--- config.mk ---
export PLATFORM = sky130hd
export DESIGN_NAME = mecanum_wheel_mixer_top
export DESIGN_NICKNAME = d
export VERILOG_FILES = /design/src/sv/mwm_pkg.sv /design/src/sv/mwm_mac.sv /design/src/sv/mwm_div.sv /design/src/sv/mecanum_wheel_mixer_top.sv
export SDC_FILE = /design/constraint.sdc
export NUM_CORES = 2
export LEC_CHECK = 0
export BUFFER_PORTS_ARGS = -buffer_cell sky130_fd_sc_hd__buf_2
export CORE_ASPECT_RATIO = 1.1
export CORE_MARGIN = 2
export CORE_UTILIZATION = 60
export CTS_BUF_LIST = sky130_fd_sc_hd__clkbuf_8
export CTS_CLUSTER_SIZE = 16
export DETAILED_ROUTE_END_ITERATION = 12
export PLACE_DENSITY = 0.86
export SYNTH_ARGS = -nofsm -noshare
export SYNTH_HDL_FRONTEND = slang
export SYNTH_SLANG_ARGS = --single-unit
--- constraint.sdc ---
create_clock -name clk -period 8.4 [get_ports clk]
set_input_delay 1.68 -clock clk [delete_from_list [all_inputs] [get_ports clk]]
set_output_delay 1.68 -clock clk [all_outputs]
set_load 0.05 [all_outputs]
--- src/sv/mwm_pkg.sv ---
// Mecanum wheel mixer package: widths, arithmetic constants, sequencer states
// and the multiply-accumulate control bundle. No dependencies.

package mwm_pkg;

	localparam int TRACK_PERIOD = 10;
	localparam int CNT_W        = 4;
	localparam int IN_W         = 11;
	localparam int OUT_W        = 13;
	localparam int LIM_W        = 12;
	localparam int GAIN_W       = 10;
	localparam int MID_W        = 24;
	localparam int COEF_W       = 18;
	localparam int OPND_W       = 34;
	localparam int ACC_W        = 46;
	localparam int DEN_W        = 33;
	localparam int QUOT_W       = 16;
	localparam int WIDX_W       = 2;
	localparam int STEP_W       = 3;

	localparam int S_DATA_W = 72;
	localparam int M_DATA_W = 56;
	localparam int M_USER_W = 1;

	localparam int GAIN_KNEE  = 100;
	localparam int HEAD_SMALL = 20;
	localparam int FULL_SCALE = 100000;
	localparam int LIMIT_RST  = 370;

	localparam logic signed [COEF_W-1:0] C_GAIN_DEN = COEF_W'(100);
	localparam logic signed [COEF_W-1:0] C_MIX      = COEF_W'(707);
	localparam logic signed [COEF_W-1:0] C_UNIT     = COEF_W'(1000);
	localparam logic signed [COEF_W-1:0] C_FULL     = COEF_W'(FULL_SCALE);

	localparam int CFG_ADDR_W = 2;
	localparam logic [CFG_ADDR_W-1:0] REG_ENABLE = 2'd0;
	localparam logic [CFG_ADDR_W-1:0] REG_GYRO   = 2'd1;
	localparam logic [CFG_ADDR_W-1:0] REG_LIMIT  = 2'd2;

	typedef enum logic [3:0] {
		ST_IDLE,
		ST_PREP,
		ST_MIX,
		ST_LIMIT,
		ST_CMP,
		ST_NUM,
		ST_DIVGO,
		ST_DIVRUN,
		ST_EMIT
	} state_t;

	typedef struct packed {
		logic                     en;
		logic                     clr;
		logic signed [COEF_W-1:0] coef;
	} mac_ctl_t;

endpackage

--- src/sv/mwm_mac.sv ---
// Shared multiply-accumulate unit of the mecanum wheel mixer.
// Depends on mwm_pkg for widths and the control bundle.

module mwm_mac (
	input  logic                                clk,
	input  logic                                arst_n,
	input  mwm_pkg::mac_ctl_t                   ctl,
	input  logic signed [mwm_pkg::OPND_W-1:0]   opnd,
	output logic signed [mwm_pkg::ACC_W-1:0]    acc
);
	import mwm_pkg::*;

	logic signed [COEF_W+OPND_W-1:0] prod;
	logic signed [ACC_W-1:0]         base;
	logic signed [ACC_W-1:0]         acc_q;

	assign prod = $signed(ctl.coef) * opnd;
	assign base = ctl.clr ? '0 : acc_q;

	always_ff @(posedge clk or negedge arst_n) begin
		if (!arst_n) begin
			acc_q <= '0;
		end else if (ctl.en) begin
			acc_q <= base + $signed(prod[ACC_W-1:0]);
		end
	end

	assign acc = acc_q;

endmodule

--- src/sv/mwm_div.sv ---
// Serial rounding divider of the mecanum wheel mixer: one quotient bit a cycle,
// round to nearest with ties away from zero, saturate to the wheel width.
// Depends on mwm_pkg for widths.

module mwm_div (
	input  logic                               clk,
	input  logic                               arst_n,
	input  logic                               start,
	input  logic signed [mwm_pkg::ACC_W-1:0]   numer,
	input  logic        [mwm_pkg::DEN_W-1:0]   denom,
	output logic                               busy,
	output logic                               done,
	output logic signed [mwm_pkg::OUT_W-1:0]   quot
);
	import mwm_pkg::*;

	localparam int NUM_W  = ACC_W + 1;
	localparam int SH_W   = DEN_W + QUOT_W;
	localparam int QCNT_W = $clog2(QUOT_W);
	localparam int OUT_MAXV = 2 ** (OUT_W - 1) - 1;
	localparam int OUT_NEGM = 2 ** (OUT_W - 1);

	logic [ACC_W-1:0]        mag;
	logic [NUM_W-1:0]        rem_q, rem_nx;
	logic [SH_W-1:0]         dsh_q;
	logic [QUOT_W-1:0]       quo_q, quo_nx;
	logic [QCNT_W-1:0]       cnt_q;
	logic                    run_q, done_q, neg_q, fits;
	logic signed [OUT_W-1:0] quot_q;

	function automatic logic signed [OUT_W-1:0] sat_q(input logic [QUOT_W-1:0] q,
			input logic neg);
		logic [QUOT_W-1:0] nq;
		nq = -q;
		if (neg) begin
			sat_q = (q > QUOT_W'(OUT_NEGM)) ? OUT_W'(OUT_NEGM) : nq[OUT_W-1:0];
		end else begin
			sat_q = (q > QUOT_W'(OUT_MAXV)) ? OUT_W'(OUT_MAXV) : q[OUT_W-1:0];
		end
	endfunction

	assign mag    = numer[ACC_W-1] ? ACC_W'(-numer) : ACC_W'(numer);
	assign fits   = SH_W'(rem_q) >= dsh_q;
	assign rem_nx = fits ? rem_q - dsh_q[NUM_W-1:0] : rem_q;
	assign quo_nx = {quo_q[QUOT_W-2:0], fits};

	always_ff @(posedge clk or negedge arst_n) begin
		if (!arst_n) begin
			run_q  <= 1'b0;
			done_q <= 1'b0;
			cnt_q  <= '0;
		end else begin
			done_q <= run_q && !start && (cnt_q == '0);
			if (start) begin
				run_q <= 1'b1;
				cnt_q <= QCNT_W'(QUOT_W - 1);
			end else if (run_q) begin
				if (cnt_q == '0) begin
					run_q <= 1'b0;
				end else begin
					cnt_q <= cnt_q - 1'b1;
				end
			end
		end
	end

	always_ff @(posedge clk) begin
		if (start) begin
			rem_q <= {mag, 1'b0} + NUM_W'(denom);
			dsh_q <= SH_W'({denom, 1'b0}) << (QUOT_W - 1);
			quo_q <= '0;
			neg_q <= numer[ACC_W-1];
		end else if (run_q) begin
			rem_q <= rem_nx;
			dsh_q <= dsh_q >> 1;
			quo_q <= quo_nx;
			if (cnt_q == '0) begin
				quot_q <= sat_q(quo_nx, neg_q);
			end
		end
	end

	assign busy = run_q;
	assign done = done_q;
	assign quot = quot_q;

endmodule

--- src/sv/mecanum_wheel_mixer_top.sv ---
// Mecanum wheel mixer top level: sequencer, held state, configuration and ports.
// Depends on mwm_pkg, mwm_mac and mwm_div.
//
// channel  | dir | handshake                    | payload
// s_axis   | in  | s_axis_tvalid/s_axis_tready  | tdata: six 11-bit signed command fields
// m_axis   | out | m_axis_tvalid/m_axis_tready  | tdata: four 13-bit wheels, tuser: was_scaled
// cfg      | in  | cfg_we (no wait)             | cfg_addr, cfg_wdata (12 bits)
//
// In an enabled tick the serial divider, run 16 steps for each of the four wheels,
// takes most of the time from transfer to result.
// A tick while disabled is taken and dropped.
// The input side is ready only while the sequencer is idle; a finished result
// waits in the output register, and the next result holds until it drains.

module mecanum_wheel_mixer_top (
	input  logic                                 clk,
	input  logic                                 arst_n,
	input  logic                                 cfg_we,
	input  logic [mwm_pkg::CFG_ADDR_W-1:0]       cfg_addr,
	input  logic [mwm_pkg::LIM_W-1:0]            cfg_wdata,
	input  logic                                 s_axis_tvalid,
	output logic                                 s_axis_tready,
	// cmd_x, cmd_y, cmd_rot, track_fwd_error, track_side_error, heading_correction
	input  logic [mwm_pkg::S_DATA_W-1:0]         s_axis_tdata,
	output logic                                 m_axis_tvalid,
	input  logic                                 m_axis_tready,
	// wheel_front_left, wheel_front_right, wheel_rear_left, wheel_rear_right
	output logic [mwm_pkg::M_DATA_W-1:0]         m_axis_tdata,
	// was_scaled
	output logic [mwm_pkg::M_USER_W-1:0]         m_axis_tuser
);
	import mwm_pkg::*;

	state_t state_q, state_d;
	logic [STEP_W-1:0] step_q, step_d;
	logic [WIDX_W-1:0] widx_q, widx_d, tidx;

	logic en_q, gyro_q;
	logic [LIM_W-1:0] lim_q;

	logic [CNT_W-1:0] tick_q;
	logic [CNT_W:0]   tick_nx;
	logic signed [IN_W-1:0] tf_q, ts_q;

	logic signed [IN_W-1:0] in_x, in_y, in_r, in_tf, in_ts, in_hc, mn;
	logic [GAIN_W-1:0] gain;
	logic signed [IN_W:0] h2;

	logic signed [IN_W-1:0] x_q, y_q, r_q;
	logic signed [IN_W:0]   h2_q, ntf, nts;
	logic [GAIN_W-1:0]      g_q;
	logic signed [MID_W-1:0] xm_q, ym_q, wm_q;
	logic signed [OPND_W-1:0] t_q [4];
	logic signed [OPND_W-1:0] mx_q;
	logic scaled_q;
	logic signed [OUT_W-1:0] wh_q [4];

	mac_ctl_t mctl;
	logic signed [OPND_W-1:0] mopnd;
	logic signed [ACC_W-1:0]  acc;

	logic div_go, div_busy, div_done;
	logic signed [ACC_W-1:0] div_n;
	logic [DEN_W-1:0]        div_d;
	logic signed [OUT_W-1:0] div_q;

	logic cap_x, cap_y, cap_w, cap_t, wheel_we, emit, take;
	logic pos_x, pos_y;

	logic m_valid_q;
	logic [M_DATA_W-1:0] mdata_q;
	logic [M_USER_W-1:0] muser_q;

	assign in_x  = s_axis_tdata[0*IN_W +: IN_W];
	assign in_y  = s_axis_tdata[1*IN_W +: IN_W];
	assign in_r  = s_axis_tdata[2*IN_W +: IN_W];
	assign in_tf = s_axis_tdata[3*IN_W +: IN_W];
	assign in_ts = s_axis_tdata[4*IN_W +: IN_W];
	assign in_hc = s_axis_tdata[5*IN_W +: IN_W];

	always_comb begin
		mn = in_x;
		if (in_y < mn) begin
			mn = in_y;
		end
		if (in_r < mn) begin
			mn = in_r;
		end
	end

	assign gain    = (mn > GAIN_KNEE) ? mn[GAIN_W-1:0] : GAIN_W'(GAIN_KNEE);
	assign h2      = (in_hc < HEAD_SMALL) ? {in_hc, 1'b0} : {in_hc[IN_W-1], in_hc};
	assign tick_nx = {1'b0, tick_q} + 1'b1;
	assign ntf     = -(IN_W+1)'(tf_q);
	assign nts     = -(IN_W+1)'(ts_q);
	assign take    = s_axis_tvalid && s_axis_tready;
	assign pos_x   = (widx_q == 2'd0) || (widx_q == 2'd1);
	assign pos_y   = (widx_q == 2'd0) || (widx_q == 2'd2);
	assign tidx    = (state_q == ST_LIMIT) ? 2'd3 : widx_q - 2'd1;

	always_ff @(posedge clk or negedge arst_n) begin
		if (!arst_n) begin
			en_q   <= 1'b0;
			gyro_q <= 1'b0;
			lim_q  <= LIM_W'(LIMIT_RST);
		end else if (cfg_we) begin
			unique case (cfg_addr)
				REG_ENABLE: en_q   <= cfg_wdata[0];
				REG_GYRO:   gyro_q <= cfg_wdata[0];
				REG_LIMIT:  lim_q  <= cfg_wdata;
				default: ;
			endcase
		end
	end

	always_ff @(posedge clk or negedge arst_n) begin
		if (!arst_n) begin
			state_q <= ST_IDLE;
			step_q  <= '0;
			widx_q  <= '0;
		end else begin
			state_q <= state_d;
			step_q  <= step_d;
			widx_q  <= widx_d;
		end
	end

	always_comb begin
		state_d       = state_q;
		step_d        = step_q;
		widx_d        = widx_q;
		mctl          = '0;
		mopnd         = '0;
		div_go        = 1'b0;
		cap_x         = 1'b0;
		cap_y         = 1'b0;
		cap_w         = 1'b0;
		cap_t         = 1'b0;
		wheel_we      = 1'b0;
		emit          = 1'b0;
		s_axis_tready = 1'b0;
		unique case (state_q)
			ST_IDLE: begin
				s_axis_tready = 1'b1;
				if (s_axis_tvalid && en_q) begin
					state_d = ST_PREP;
					step_d  = '0;
				end
			end
			ST_PREP: begin
				mctl.en = 1'b1;
				step_d  = step_q + 1'b1;
				unique case (step_q)
					3'd0: begin
						mctl.clr  = 1'b1;
						mctl.coef = C_GAIN_DEN;
						mopnd     = OPND_W'(x_q);
					end
					3'd1: begin
						mctl.coef = COEF_W'(g_q);
						mopnd     = gyro_q ? OPND_W'(ntf) : '0;
					end
					3'd2: begin
						cap_x     = 1'b1;
						mctl.clr  = 1'b1;
						mctl.coef = C_GAIN_DEN;
						mopnd     = OPND_W'(y_q);
					end
					3'd3: begin
						mctl.coef = COEF_W'(g_q);
						mopnd     = gyro_q ? OPND_W'(nts) : '0;
					end
					3'd4: begin
						cap_y     = 1'b1;
						mctl.clr  = 1'b1;
						mctl.coef = C_GAIN_DEN;
						mopnd     = OPND_W'(r_q);
					end
					3'd5: begin
						mctl.coef = COEF_W'(g_q);
						mopnd     = gyro_q ? OPND_W'(h2_q) : OPND_W'(ntf);
					end
					default: begin
						mctl.coef = COEF_W'(g_q);
						mopnd     = gyro_q ? '0 : OPND_W'(nts);
						state_d   = ST_MIX;
						step_d    = '0;
						widx_d    = '0;
					end
				endcase
			end
			ST_MIX: begin
				mctl.en = 1'b1;
				step_d  = step_q + 1'b1;
				unique case (step_q)
					3'd0: begin
						cap_w     = (widx_q == 2'd0);
						cap_t     = (widx_q != 2'd0);
						mctl.clr  = 1'b1;
						mctl.coef = pos_x ? C_MIX : -C_MIX;
						mopnd     = OPND_W'(xm_q);
					end
					3'd1: begin
						mctl.coef = pos_y ? C_MIX : -C_MIX;
						mopnd     = OPND_W'(ym_q);
					end
					default: begin
						mctl.coef = -C_UNIT;
						mopnd     = OPND_W'(wm_q);
						step_d    = '0;
						if (widx_q == 2'd3) begin
							state_d = ST_LIMIT;
						end else begin
							widx_d = widx_q + 1'b1;
						end
					end
				endcase
			end
			ST_LIMIT: begin
				cap_t     = 1'b1;
				mctl.en   = 1'b1;
				mctl.clr  = 1'b1;
				mctl.coef = C_FULL;
				mopnd     = OPND_W'(lim_q);
				state_d   = ST_CMP;
			end
			ST_CMP: begin
				state_d = ST_NUM;
				widx_d  = '0;
			end
			ST_NUM: begin
				mctl.en   = 1'b1;
				mctl.clr  = 1'b1;
				mctl.coef = COEF_W'(lim_q);
				mopnd     = t_q[widx_q];
				state_d   = ST_DIVGO;
			end
			ST_DIVGO: begin
				div_go  = 1'b1;
				state_d = ST_DIVRUN;
			end
			ST_DIVRUN: begin
				if (div_done) begin
					wheel_we = 1'b1;
					if (widx_q == 2'd3) begin
						state_d = ST_EMIT;
					end else begin
						widx_d  = widx_q + 1'b1;
						state_d = ST_NUM;
					end
				end
			end
			ST_EMIT: begin
				if (!m_valid_q || m_axis_tready) begin
					emit    = 1'b1;
					state_d = ST_IDLE;
				end
			end
			default: state_d = ST_IDLE;
		endcase
	end

	always_ff @(posedge clk or negedge arst_n) begin
		if (!arst_n) begin
			tick_q <= '0;
			tf_q   <= '0;
			ts_q   <= '0;
		end else if (take && en_q) begin
			if (tick_nx >= (CNT_W+1)'(TRACK_PERIOD)) begin
				tick_q <= '0;
				tf_q   <= in_tf;
				ts_q   <= in_ts;
			end else begin
				tick_q <= tick_nx[CNT_W-1:0];
			end
		end
	end

	always_ff @(posedge clk or negedge arst_n) begin
		if (!arst_n) begin
			mx_q <= '0;
		end else if (take) begin
			mx_q <= '0;
		end else if (cap_t && ($signed(acc[OPND_W-1:0]) > mx_q)) begin
			mx_q <= acc[OPND_W-1:0];
		end
	end

	always_ff @(posedge clk) begin
		if (take) begin
			x_q  <= in_x;
			y_q  <= in_y;
			r_q  <= in_r;
			h2_q <= h2;
			g_q  <= gain;
		end
		if (cap_x) begin
			xm_q <= acc[MID_W-1:0];
		end
		if (cap_y) begin
			ym_q <= acc[MID_W-1:0];
		end
		if (cap_w) begin
			wm_q <= acc[MID_W-1:0];
		end
		if (cap_t) begin
			t_q[tidx] <= acc[OPND_W-1:0];
		end
		if (state_q == ST_CMP) begin
			scaled_q <= ACC_W'(mx_q) > acc;
		end
		if (wheel_we) begin
			wh_q[widx_q] <= div_q;
		end
	end

	assign div_n = scaled_q ? acc : ACC_W'(t_q[widx_q]);
	assign div_d = scaled_q ? mx_q[DEN_W-1:0] : DEN_W'(FULL_SCALE);

	mwm_mac u_mac (
		.clk    (clk),
		.arst_n (arst_n),
		.ctl    (mctl),
		.opnd   (mopnd),
		.acc    (acc)
	);

	mwm_div u_div (
		.clk    (clk),
		.arst_n (arst_n),
		.start  (div_go),
		.numer  (div_n),
		.denom  (div_d),
		.busy   (div_busy),
		.done   (div_done),
		.quot   (div_q)
	);

	always_ff @(posedge clk or negedge arst_n) begin
		if (!arst_n) begin
			m_valid_q <= 1'b0;
		end else if (emit) begin
			m_valid_q <= 1'b1;
		end else if (m_axis_tready) begin
			m_valid_q <= 1'b0;
		end
	end

	always_ff @(posedge clk) begin
		if (emit) begin
			mdata_q <= {(M_DATA_W-4*OUT_W)'(0), wh_q[3], wh_q[2], wh_q[1], wh_q[0]};
			muser_q <= M_USER_W'(scaled_q);
		end
	end

	assign m_axis_tvalid = m_valid_q;
	assign m_axis_tdata  = mdata_q;
	assign m_axis_tuser  = muser_q;

	a_tick_range: assert property (@(posedge clk) disable iff (!arst_n)
		tick_q < CNT_W'(TRACK_PERIOD))
		else $error("tick counter beyond track period");

	a_div_idle: assert property (@(posedge clk) disable iff (!arst_n)
		div_go |-> !div_busy)
		else $error("divider started while busy");

	a_max_sign: assert property (@(posedge clk) disable iff (!arst_n)
		!mx_q[OPND_W-1])
		else $error("largest target went negative");

	a_scaled_cap: assert property (@(posedge clk) disable iff (!arst_n)
		(m_axis_tvalid && m_axis_tuser[0]) |->
		($signed(m_axis_tdata[0*OUT_W +: OUT_W]) <= $signed({1'b0, lim_q}) &&
		 $signed(m_axis_tdata[1*OUT_W +: OUT_W]) <= $signed({1'b0, lim_q}) &&
		 $signed(m_axis_tdata[2*OUT_W +: OUT_W]) <= $signed({1'b0, lim_q}) &&
		 $signed(m_axis_tdata[3*OUT_W +: OUT_W]) <= $signed({1'b0, lim_q})))
		else $error("scaled wheel above speed limit");

endmodule
==> impl_metrics.csv <==
group,metric,value,unit
drt,totalWireLength,154000,um
synthesis,yosysWarnings,0,
drt,drtIter0Drc,4582,
synthesis,yosysUniqueCellTypes,89,
timing,min_period,8.95,ns
critical_path,worst_ep_arrival_time,9.51,ns
finish,syn_to_final_growth,15.2,%
placed_design,postPlaceCellArea,59200,um2
synthesis,synth-seq-area-share,33.3,%
timing,clock_skew,0.0670,ns
run_status,status,"finished, violations left",
synthesis,synth.area.top_cells,"edfxtp_1, fa_1, ha_1",
critical_path,regToRegSetupSlack,-0.55,ns
clock_tree,insertion_delay,0.76,ns
worst_hold_path,min_path_type,"flop to flop",
synthesis,synthFlopType,"edfxtp_1",
finish,drive_gt1_share,17.2,%
critical_path,worst_r2r_path_depth,35,
synthesis,syn_avg_cell_area,10.2,um2
drt,vias,42700,
critical_path,crit_path_max_incr_delay,0.54,ns
floorplan,die_y,318,um
drt,vias_per_cell,6.04,
timing,finalSetupViolations,25,
timing,whs,0.413,ns
floorplan,die_w,289,um
drt,drc,0,
grt,grt_pass1_vias,44300,
grt,antenna_found_initial,3,
synthesis,synth_simple_gate_area_share,12.0,%
synthesis,synth-edff-count,463,
run_status,violations,"negative setup slack",
drt,wire_per_inst,21.7,um
finish,layout_commonest_cell,"inv_1",
floorplan,ios,150,
critical_path,crit_fanout,8,
placed_design,post-dp-hpwl,121000,um
synthesis,synth_xor_area_share,3.09,%
clock_tree,cts_buffers,97,
critical_path,crit_slowest_cell,"fa_1",
critical_path,r2r-end,"u_mac.acc[44]",
synthesis,synthMuxAreaShare,4.33,%
timing,worstMarginPinSlew,1.24,ns
synthesis,synth_compound_area_share,10.9,%
grt,grt-ovfl-total,0,
timing,period_share,107,%
synthesis,ys_ff_latch,630,
finish,fin_area,62000,um2
synthesis,synth_top_area_share,25.9,%
floorplan,fp.dieArea,92000,um2
grt,grt_use_total,33.7,%
timing,rsz0062_at_grt,"yes",
critical_path,r2r_start,"ts_q[4]",
placed_design,io_buffers,139,
finish,fin_util,69.6,%
clock_tree,cts_tree,"done",
clock_tree,cts.sinks,630,
job,maxCapViolations,0,
timing,clock.fmax,112,MHz
floorplan,rows,115,
critical_path,endpoint_kind,"flop",
power_and_ir_drop,vdd_drop_max,0.338,mV
floorplan,start_util,60.4,%
power_and_ir_drop,p_leak,28.6,nW
timing,timing.setup.tns,-8.44,ns
finish,nFillCells,6066,
clock_tree,cts_root_buf,"clkbuf_8",
synthesis,syn_inst,5264,
timing,hold_violations,0,
grt,grt_max_degree,89,
finish,nNetsFinal,6807,
critical_path,crit_path_frequent_cell,"fa_1",
finish,most-common-layout-cells,"inv_1, nand2_1, fa_1, edfxtp_1, buf_4",
synthesis,synthAdderAreaFrac,29.1,%
timing,fin_ws,-0.548,ns
worst_hold_path,hp-start,"wh_q[0][10]",
placed_design,place.gp.congestion,0.985,
timing,drv_slew,0,
clock_tree,htreeDepth,3,
critical_path,startpoint_type,"flop",
clock_tree,cts_buffer_depth,3,
worst_hold_path,min_to,"m_axis_tdata[10]",
grt,grt_pass1_wl,239000,um
synthesis,syn_area,53800,um2
power_and_ir_drop,power.density,444,nW/um2
synthesis,synth_top_family_by_area,"adder cells",
timing,relSlewSlack,17.7,%
drt,first_pass_iters,6,
clock_tree,clkTransAtPathRegs,0.06,ns
synthesis,async_flop_share,21.6,%
critical_path,cp.required,8.97,ns
power_and_ir_drop,p_total,27.5,mW
worst_hold_path,holdPathStages,0,
drt,ant_nets,0,
floorplan,coreArea,89100,um2
synthesis,yosysTopAreaCell,"edfxtp_1",
critical_path,criticalPathCategory,"flop to flop",
report_power, final:
group          switching, mW  internal, mW
clock                   1.27          1.33
sequential             0.667          4.28
combinational           11.5          8.44
critical path, delay by kind of cell, from the launching register on:
family,cells,cell delay (ns)
simple gates,6,1.88
xor+xnor,2,0.33
flops,1,0.38
fa+ha+maj,8,3.44
compound gates,12,2.14
buf+inv,7,0.58
cells in the mapped netlist, drive strengths merged, types with 25 or more instances:
cell and n:
a21o 93, o21ai 212, nor2b 30, mux2i 105
dfrtp 131, a22o 39, nor2 424, buf 38
fa 577, dfxtp 31, nand2b 40, mux4 27
clkbuf 149, nand4 30, a31oi 32, inv 818
nand2 589, o31ai 28, mux2 57, nor3 68
xor2 71, edfxtp 463, ha 326, a21oi 248
and2 61, xnor2 119, nand3 70, o21bai 25
or3 28
sequential cells by signal, indices dropped and copies added (netlist names), 12 cells and up:
signal and cells:
ym_q 24, wm_q 24, u_mac.acc 46, u_div.rem_q 47, wh_q 52, u_div.dsh_q 49
h2_q 12, t_q 136, u_div.quo_q 15, m_axis_tdata 52, u_div.quot 13, lim_q 12
mx_q 34, xm_q 24
cell families (layout without fill, tap and decap cells):
kind of cell / count (synthesis) / in the layout
xor gates and xnor gates: 190 / 190
muxes: 189 / 189
other: 1 / 7
adders and majority gates: 903 / 903
DFF: 630 / 630
AOI/OAI and AO/OA: 903 / 903
buffers and inverters: 1008 / 1636
and+or+nand+nor: 1440 / 1440
metrics by stage:
step                      cells  worst slack [ns]
after CTS                  7060            -0.404
after floorplan            5267           -0.0215
after global placement     6855            -0.524
after detailed placement   6855            -0.651
after global routing       7067            -0.862
final                      7068            -0.548
how the worst max path moves through the flow:
stage,from,endpoint,slack [ns],depth (start not counted)
after floorplan,ts_q[4],u_mac.acc[44],-0.02,34
after global placement,ts_q[4],u_mac.acc[42],-0.52,35
after detailed placement,ts_q[4],u_mac.acc[43],-0.65,35
after CTS,ts_q[4],u_mac.acc[44],-0.40,37
after global routing,tf_q[1],u_mac.acc[43],-0.86,39
final,ts_q[4],u_mac.acc[44],-0.55,35
layer usage:
| metal | global-route usage, % | up-vias | part of all wire [%] |
|---|---|---|---|
| li1 | - | 18700 | - |
| met1 | 43.2 | 20900 | 37 |
| met2 | 53.9 | 2513 | 47 |
| met3 | 7.30 | 505 | 10 |
| met4 | 16.9 | 0 | 5.9 |
| met5 | 0 | - | 0 |
area by class of cell:
cell class	count	area (um2)	area share (%)
antenna	3	7.51	0.0121
clock buffer	103	1420	2.29
clock inverter	78	508	0.820
inverter	821	3080	4.97
multi-input combinational	3629	32800	52.9
sequential	630	17900	28.9
tap	1170	1460	2.36
timing repair buffer	634	4800	7.74
what timing repair did:
action                                  4_1_cts  5_1_grt
setup buffers                                23        8
endpoints found under the setup margin       27       30
endpoints found under the hold margin         0        0
pin swaps                                    65       27
gates resized for setup                      88       41
gates cloned                                  1        0
hold buffers                                  0        0
Power figures use the tool's default switching activity.
